===== config.mk =====
export PLATFORM = sky130hd
export DESIGN_NAME = nearest_palette_color_unit
export DESIGN_NICKNAME = d
export VERILOG_FILES = /design/src/sv/npc_pkg.sv /design/src/sv/npc_regs.sv /design/src/sv/npc_cell.sv /design/src/sv/nearest_palette_color_unit.sv
export SDC_FILE = /design/constraint.sdc
export NUM_CORES = 2
export LEC_CHECK = 0
export BUFFER_PORTS_ARGS = -buffer_cell sky130_fd_sc_hd__buf_4
export CAP_MARGIN = 30
export CELL_PAD_IN_SITES_DETAIL_PLACEMENT = 0
export CELL_PAD_IN_SITES_GLOBAL_PLACEMENT = 1
export CORE_MARGIN = 1.5
export CORE_UTILIZATION = 52
export CTS_BUF_LIST = sky130_fd_sc_hd__clkbuf_8
export DETAILED_ROUTE_END_ITERATION = 10
export PLACE_DENSITY_LB_ADDON = 0.25
export SYNTH_ARGS = -nofsm -noshare
export SYNTH_HDL_FRONTEND = slang
export SYNTH_SLANG_ARGS = --single-unit

===== constraint.sdc =====
create_clock -name clk_i -period 15.05 [get_ports clk_i]
set_clock_uncertainty 0.15 [all_clocks]
set_input_delay 0.7525 -clock clk_i [delete_from_list [all_inputs] [get_ports clk_i]]
set_output_delay 0.7525 -clock clk_i [all_outputs]
set_load 0.005 [all_outputs]

===== src/sv/npc_pkg.sv =====
// Shared types and constants for the nearest palette color unit.
`default_nettype none
package npc_pkg;

  // Hardware search limit on palette entries.
  localparam int unsigned PALETTE_ENTRIES_DEF = 8;

  // Field widths.
  localparam int unsigned CHAN_W   = 8;
  localparam int unsigned DIST_W   = 18;
  localparam int unsigned IDX_W    = 3;
  localparam int unsigned COUNT_W  = 4;
  localparam int unsigned PAIR_W   = 48;
  localparam int unsigned NUM_PAIRS = 4;

  // APB port geometry: five registers at 8-byte spacing.
  localparam int unsigned PADDR_W = 6;
  localparam int unsigned PDATA_W = 64;

  // Register indexes, taken from paddr[5:3].
  localparam logic [2:0] REG_COUNT  = 3'd0;
  localparam logic [2:0] REG_PAIR_0 = 3'd1;
  localparam logic [2:0] REG_PAIR_1 = 3'd2;
  localparam logic [2:0] REG_PAIR_2 = 3'd3;
  localparam logic [2:0] REG_PAIR_3 = 3'd4;

  // One palette color, red in the top byte and blue in the bottom byte.
  typedef struct packed {
    logic [CHAN_W-1:0] red;
    logic [CHAN_W-1:0] green;
    logic [CHAN_W-1:0] blue;
  } color_t;

  // Data handed from one cell to the next.
  typedef struct packed {
    color_t             pixel;
    logic [DIST_W-1:0]  best_dist;
    color_t             color;
    logic [IDX_W-1:0]   idx;
  } carry_t;

endpackage
`default_nettype wire


===== src/sv/npc_regs.sv =====
// APB register file holding the palette count and the packed palette entries.
`default_nettype none
module npc_regs (
  input  logic                          clk_i,
  input  logic                          rst_ni,
  input  logic                          psel_i,
  input  logic                          penable_i,
  input  logic                          pwrite_i,
  input  logic [npc_pkg::PADDR_W-1:0]   paddr_i,
  input  logic [npc_pkg::PDATA_W-1:0]   pwdata_i,
  output logic [npc_pkg::PDATA_W-1:0]   prdata_o,
  output logic                          pready_o,
  output logic [npc_pkg::COUNT_W-1:0]   count_o,
  output npc_pkg::color_t               palette_o [8]
);
  import npc_pkg::*;

  logic [COUNT_W-1:0] count_q;
  logic [PAIR_W-1:0]  pair_q [NUM_PAIRS];
  logic [2:0]         reg_idx;
  logic               wr_en;

  assign reg_idx  = paddr_i[5:3];
  assign wr_en    = psel_i & penable_i & pwrite_i;
  assign pready_o = 1'b1;

  // Write the addressed register on the access cycle of a transfer.
  always_ff @(posedge clk_i or negedge rst_ni) begin
    if (!rst_ni) begin
      count_q <= COUNT_W'(1);
      for (int p = 0; p < NUM_PAIRS; p++) begin
        pair_q[p] <= '0;
      end
    end else if (wr_en) begin
      case (reg_idx)
        REG_COUNT:  count_q   <= pwdata_i[COUNT_W-1:0];
        REG_PAIR_0: pair_q[0] <= pwdata_i[PAIR_W-1:0];
        REG_PAIR_1: pair_q[1] <= pwdata_i[PAIR_W-1:0];
        REG_PAIR_2: pair_q[2] <= pwdata_i[PAIR_W-1:0];
        REG_PAIR_3: pair_q[3] <= pwdata_i[PAIR_W-1:0];
        default: ;
      endcase
    end
  end

  // Return the addressed register on reads.
  always_comb begin
    case (reg_idx)
      REG_COUNT:  prdata_o = {{(PDATA_W-COUNT_W){1'b0}}, count_q};
      REG_PAIR_0: prdata_o = {{(PDATA_W-PAIR_W){1'b0}}, pair_q[0]};
      REG_PAIR_1: prdata_o = {{(PDATA_W-PAIR_W){1'b0}}, pair_q[1]};
      REG_PAIR_2: prdata_o = {{(PDATA_W-PAIR_W){1'b0}}, pair_q[2]};
      REG_PAIR_3: prdata_o = {{(PDATA_W-PAIR_W){1'b0}}, pair_q[3]};
      default:    prdata_o = '0;
    endcase
  end

  assign count_o = count_q;

  // Unpack two entries per pair, even entry in the low half.
  for (genvar e = 0; e < 8; e++) begin : g_unpack
    assign palette_o[e] = pair_q[e/2][(e%2)*24 +: 24];
  end

endmodule
`default_nettype wire


===== src/sv/npc_cell.sv =====
// One search cell: scores its own palette entry against the pixel it is handed.
`default_nettype none
module npc_cell #(
  parameter int unsigned IDX = 0
) (
  input  logic            clk_i,
  input  logic            rst_ni,
  input  logic            active_i,
  input  npc_pkg::color_t color_i,
  input  logic            valid_i,
  input  npc_pkg::carry_t carry_i,
  output logic            valid_o,
  output npc_pkg::carry_t carry_o
);
  import npc_pkg::*;

  localparam bit               FIRST    = (IDX == 0);
  localparam logic [IDX_W-1:0] CELL_IDX = IDX_W'(IDX);

  logic [CHAN_W-1:0]   db, dg, dr;
  logic [2*CHAN_W-1:0] sb, sg, sr;
  logic [DIST_W-1:0]   cand_dist;
  logic                take;
  logic                valid_q;
  carry_t              carry_d, carry_q;

  // Square the channel differences and sum them.
  always_comb begin
    db = (carry_i.pixel.blue  > color_i.blue)  ? carry_i.pixel.blue  - color_i.blue
                                               : color_i.blue  - carry_i.pixel.blue;
    dg = (carry_i.pixel.green > color_i.green) ? carry_i.pixel.green - color_i.green
                                               : color_i.green - carry_i.pixel.green;
    dr = (carry_i.pixel.red   > color_i.red)   ? carry_i.pixel.red   - color_i.red
                                               : color_i.red   - carry_i.pixel.red;
    sb = db * db;
    sg = dg * dg;
    sr = dr * dr;
    cand_dist = DIST_W'(sb) + DIST_W'(sg) + DIST_W'(sr);
  end

  // Replace the running best only on a strictly smaller distance; the first cell always takes its entry.
  always_comb begin
    take = active_i && (FIRST || (cand_dist < carry_i.best_dist));
    carry_d = carry_i;
    if (take) begin
      carry_d.best_dist = cand_dist;
      carry_d.color     = color_i;
      carry_d.idx       = CELL_IDX;
    end
  end

  // Hand the result to the next cell.
  always_ff @(posedge clk_i or negedge rst_ni) begin
    if (!rst_ni) begin
      valid_q <= 1'b0;
    end else begin
      valid_q <= valid_i;
    end
  end

  always_ff @(posedge clk_i) begin
    carry_q <= carry_d;
  end

  assign valid_o = valid_q;
  assign carry_o = carry_q;

endmodule
`default_nettype wire


===== src/sv/nearest_palette_color_unit.sv =====
// Top level of the nearest palette color unit: register file and chain of search cells.
//
//  channel   signals                                    transfer when
//  -------   -----------------------------------------  ---------------------------
//  pixel in  start_i, busy_o, in_blue/green/red_i       start_i high, busy_o low
//  result    out_valid_o, out_blue/green/red_o,         out_valid_o high (one cycle)
//            chosen_entry_o
//  config    psel_i, penable_i, pwrite_i, paddr_i,      psel, penable, pready
//            pwdata_i, prdata_o, pready_o
//
// One pixel enters per cycle; each result leaves through the chain of cells,
// one registered cell per palette entry.
// busy_o stays low, so a pixel may be started on every cycle.
// Reset clears the pipeline valid bits, sets the count to one and the palette to zero.
// The receiver cannot stall; each result is shown for exactly one cycle.
// Change the palette only while no pixel is in the chain.
`default_nettype none
module nearest_palette_color_unit #(
  parameter int unsigned PALETTE_ENTRIES = npc_pkg::PALETTE_ENTRIES_DEF
) (
  input  logic                        clk_i,
  input  logic                        rst_ni,
  input  logic                        start_i,
  output logic                        busy_o,
  input  logic [npc_pkg::CHAN_W-1:0]  in_blue_i,
  input  logic [npc_pkg::CHAN_W-1:0]  in_green_i,
  input  logic [npc_pkg::CHAN_W-1:0]  in_red_i,
  output logic                        out_valid_o,
  output logic [npc_pkg::CHAN_W-1:0]  out_blue_o,
  output logic [npc_pkg::CHAN_W-1:0]  out_green_o,
  output logic [npc_pkg::CHAN_W-1:0]  out_red_o,
  output logic [npc_pkg::IDX_W-1:0]   chosen_entry_o,
  input  logic                        psel_i,
  input  logic                        penable_i,
  input  logic                        pwrite_i,
  input  logic [npc_pkg::PADDR_W-1:0] paddr_i,
  input  logic [npc_pkg::PDATA_W-1:0] pwdata_i,
  output logic [npc_pkg::PDATA_W-1:0] prdata_o,
  output logic                        pready_o
);
  import npc_pkg::*;

  logic [COUNT_W-1:0] count;
  color_t             palette [8];
  logic               active  [PALETTE_ENTRIES];
  logic               valid   [PALETTE_ENTRIES+1];
  carry_t             carry   [PALETTE_ENTRIES+1];
  carry_t             head;

  npc_regs u_regs (
    .clk_i     (clk_i),
    .rst_ni    (rst_ni),
    .psel_i    (psel_i),
    .penable_i (penable_i),
    .pwrite_i  (pwrite_i),
    .paddr_i   (paddr_i),
    .pwdata_i  (pwdata_i),
    .prdata_o  (prdata_o),
    .pready_o  (pready_o),
    .count_o   (count),
    .palette_o (palette)
  );

  // Feed the pixel into the head of the chain.
  assign busy_o = 1'b0;
  assign valid[0] = start_i;
  always_comb begin
    head             = '0;
    head.pixel.blue  = in_blue_i;
    head.pixel.green = in_green_i;
    head.pixel.red   = in_red_i;
  end
  assign carry[0] = head;

  // One cell per searched entry; entry zero always takes part.
  for (genvar k = 0; k < PALETTE_ENTRIES; k++) begin : g_cell
    if (k == 0) begin : g_head
      assign active[k] = 1'b1;
    end else begin : g_tail
      assign active[k] = (32'(count) > k);
    end

    npc_cell #(
      .IDX (k)
    ) u_cell (
      .clk_i    (clk_i),
      .rst_ni   (rst_ni),
      .active_i (active[k]),
      .color_i  (palette[k]),
      .valid_i  (valid[k]),
      .carry_i  (carry[k]),
      .valid_o  (valid[k+1]),
      .carry_o  (carry[k+1])
    );
  end

  // Present the winner from the end of the chain.
  assign out_valid_o    = valid[PALETTE_ENTRIES];
  assign out_blue_o     = carry[PALETTE_ENTRIES].color.blue;
  assign out_green_o    = carry[PALETTE_ENTRIES].color.green;
  assign out_red_o      = carry[PALETTE_ENTRIES].color.red;
  assign chosen_entry_o = carry[PALETTE_ENTRIES].idx;

endmodule
`default_nettype wire


==> flow_metrics.py <==
metrics = {
    "outcome": {
        "status": "complete, no violations",
    },
    "sta": {
        "finalCritPeriodShare_pct": 93.31,
        "setup_viol": 0,
        "slew_headroom_pct": 26.99,
        "fmaxAchievable_mhz": 71.21,
        "rsz0062_at_grt": "false",
        "finalSetupTns_ns": 0,
        "fin_crit_ns": 14.04,
        "worst_slack_ns": 1.007,
        "drv_slew": 0,
        "worst_hold_slack_ns": 0.07026,
        "worst_pin_slew_ns": 1.090,
        "hold_viol": 0,
    },
    "detailed_routing": {
        "vias": 67290,
        "drt_iter0_markers": 4755,
        "final_antenna_net_count": 0,
        "finalWirelength_um": 259100,
        "first_pass_iters": 8,
        "vias_per_cell": 5.511,
        "drc": 0,
        "wl_per_cell_um": 21.22,
    },
    "setup_path": {
        "r2r_slack_ns": 1.01,
        "max_stage_delay_ns": 0.79,
        "path_common_cell": "fa_1",
        "critPathLaunchType": "flop",
        "path_max_fanout": 25,
        "required_ns": 15.68,
        "cp_top_family": "adder cells",
        "arrival_ns": 14.67,
        "crit_start": "g_cell[4].u_cell.carry_o[50]$_DFF_P_",
        "path_buf_inv": 9,
        "crit_slowest_cell": "o21ai_4",
        "worstSetupPathType": "reg2reg",
        "cp-end-kind": "flop",
        "rr_startpoint": "g_cell[4].u_cell.carry_o[50]$_DFF_P_",
    },
    "synthesis": {
        "ys.flop_type": "dfxtp_1",
        "yosysSeqAreaShare_pct": 17.34,
        "syn_inst": 9723,
        "avgSynthCellArea_um2": 9.003,
        "synth_edf_count": 0,
        "synth_cell_types": 105,
        "synthArstFlopShare_pct": 28.85,
        "synth.cell_area_mm2": 0.08754,
        "ys_warn_count": 0,
        "synth_seq_cells": 707,
    },
    "global_routing": {
        "grt_util_all_layers_pct": 30.67,
        "grt_max_degree": 133,
        "antenna_found_initial": 15,
        "gr-total-overflow": 0,
        "grt_pass1_vias": 68690,
        "grt_first_pass_wirelength_um": 399100,
    },
    "job": {
        "drv_cap": 0,
    },
    "floorplanning": {
        "rows": 150,
        "fp.dieArea_mm2": 0.1708,
        "boundaryPins": 194,
        "die_h_um": 413.3,
        "initial_utilization_pct": 52.35,
        "coreArea_mm2": 0.1672,
        "die_w_um": 413.3,
    },
    "clock_tree": {
        "cts-root-buf": "clkbuf_8",
        "cts_htree_levels": 4,
        "clkTransAtPathRegs_ns": 0.06,
        "clkLatencyLatePin_ns": 0.93,
        "cts_tree": "done",
        "clock-sinks": 707,
        "clockBufferDepth": 3,
        "hold_buffers": 61,
        "cts_buffers": 131,
        "cts_resized": 0,
        "postCtsSetupBuffers": 0,
    },
    "final_layout": {
        "fillers": 15340,
        "drive_above_1_share_pct": 8.610,
        "fin_nets": 12210,
        "final_cell_mix": "inv_1 (2,105), ha_1 (1,217), fa_1 (993)",
        "layout_commonest_cell": "inv_1",
        "syn_to_final_growth_pct": 7.856,
    },
    "placed_design": {
        "port_buffers": 156,
        "dp_slack_ns": 1.018,
        "gp_congestion": 0.9171,
        "place_hpwl_um": 218400,
    },
    "worst_hold_path": {
        "hold_class": "in2reg",
        "worstHoldStart": "pwdata_i[43]",
    },
}
[state kept, by name (all words and copies together), names as in the netlist]
name and cells:
u_regs.count_o 4, g_cell.u_cell.valid_o 8, u_regs.palette_o 192, g_cell.u_cell.carry_o 503
[cell type report]
cell class | instances | area [um^2] | area share (%)
antenna | 6 | 15.01 | 0.01590
clock buffer | 162 | 2230 | 2.362
clock inverter | 73 | 543.0 | 0.5751
inverter | 2082 | 7815 | 8.277
multi-input combinational | 6672 | 63370 | 67.12
sequential | 707 | 15180 | 16.07
tap | 2204 | 2758 | 2.921
timing repair buffer | 304 | 2506 | 2.654
[logic make-up after synthesis]
group                    after synthesis  share of synthesized area (%)
AND/OR/NAND/NOR                     1990                          10.48
AO/OA/AOI/OAI                       1755                          13.42
multiplexers                         354                          4.415
buffers and inverters               2360                          10.50
XOR/XNOR                             345                          3.735
other                                  2                       0.008579
flip-flops                           707                          17.34
adder cells (fa/ha/maj)             2210                          40.10
[synth_stat cells (16+ instances only)]
cell type	number	share of area (%)
inv_1	2068	8.9
ha_1	1217	17
fa_1	993	23
nor2_1	690	3.0
nand2_1	581	2.5
dfxtp_1	503	12
o21ai_0	396	2.3
a21oi_1	374	2.1
mux2_2	241	3.1
a21o_1	236	2.0
dfrtp_1	203	5.8
xnor2_1	177	1.8
xor2_1	138	1.4
nand2b_1	135	0.96
a22oi_1	124	1.1
clkbuf_1	111	0.48
mux2i_1	110	1.3
nor2b_1	107	0.76
buf_2	102	0.58
nand3_1	100	0.57
o211ai_1	96	0.82
nor3_1	77	0.44
o21a_1	65	0.56
o21bai_1	65	0.56
buf_4	54	0.46
and2_1	48	0.34
or2_2	46	0.33
a31oi_1	45	0.32
a211oi_1	40	0.34
nand4_1	40	0.29
and3_1	37	0.26
o22ai_1	36	0.26
or3_1	35	0.25
a2111oi_0	21	0.21
a211o_1	21	0.21
xnor2_2	21	0.39
a221oi_1	20	0.20
or2_1	20	0.14
o211a_1	19	0.22
o21ai_1	17	0.097
a221o_1	16	0.18
[through the flow]
step / instance area [um^2] / utilization, % / instances
2_1_floorplan: 87600 / - / 9739
3_3_place_gp: 90870 / 54.34 / 11890
3_5_place_dp: 90940 / 54.39 / 11900
4_1_cts: 94330 / 56.41 / 12200
5_1_grt: 94410 / 56.45 / 12210
6_report: 94420 / 56.46 / 12210
[layer usage]
metal  GRT usage [%]  up-vias  wire, um
li1                -    31720         -
met3           5.358      355     16330
met5               0        -        13
met2           50.54     1749    122400
met4           11.27        2      9502
met1           40.28    33460    110900
[worst reg2reg max path: cells and delay by family (launching register included)]
kind | cells | cell delay [ns]
AOI/OAI and AO/OA | 8 | 3.21
buffers and inverters | 9 | 0.82
xor gates and xnor gates | 3 | 0.99
and+or+nand+nor | 6 | 1.08
muxes | 2 | 0.84
adders and majority gates | 14 | 6.45
DFF | 1 | 0.39
[final timing paths]
| check | endpoint | cells after the start |
|---|---|---|
| setup / recovery | g_cell[5].u_cell.carry_o[17]$_DFF_P_ | 42 |
| hold / removal | u_regs.palette_o[67]$_DFFE_PN0P_ | 3 |
| max in group asynchronous | u_regs.palette_o[46]$_DFFE_PN0P_ | 3 |
| hold reg to reg | g_cell[1].u_cell.valid_o$_DFF_PN0_ | 0 |
| setup reg to reg | g_cell[5].u_cell.carry_o[17]$_DFF_P_ | 42 |
| min in group asynchronous | u_regs.palette_o[10]$_DFFE_PN0P_ | 2 |
Power is left out: the tool's default activity adds up to more than one toggle a clock period on the data nets, which glitch-free logic cannot reach.
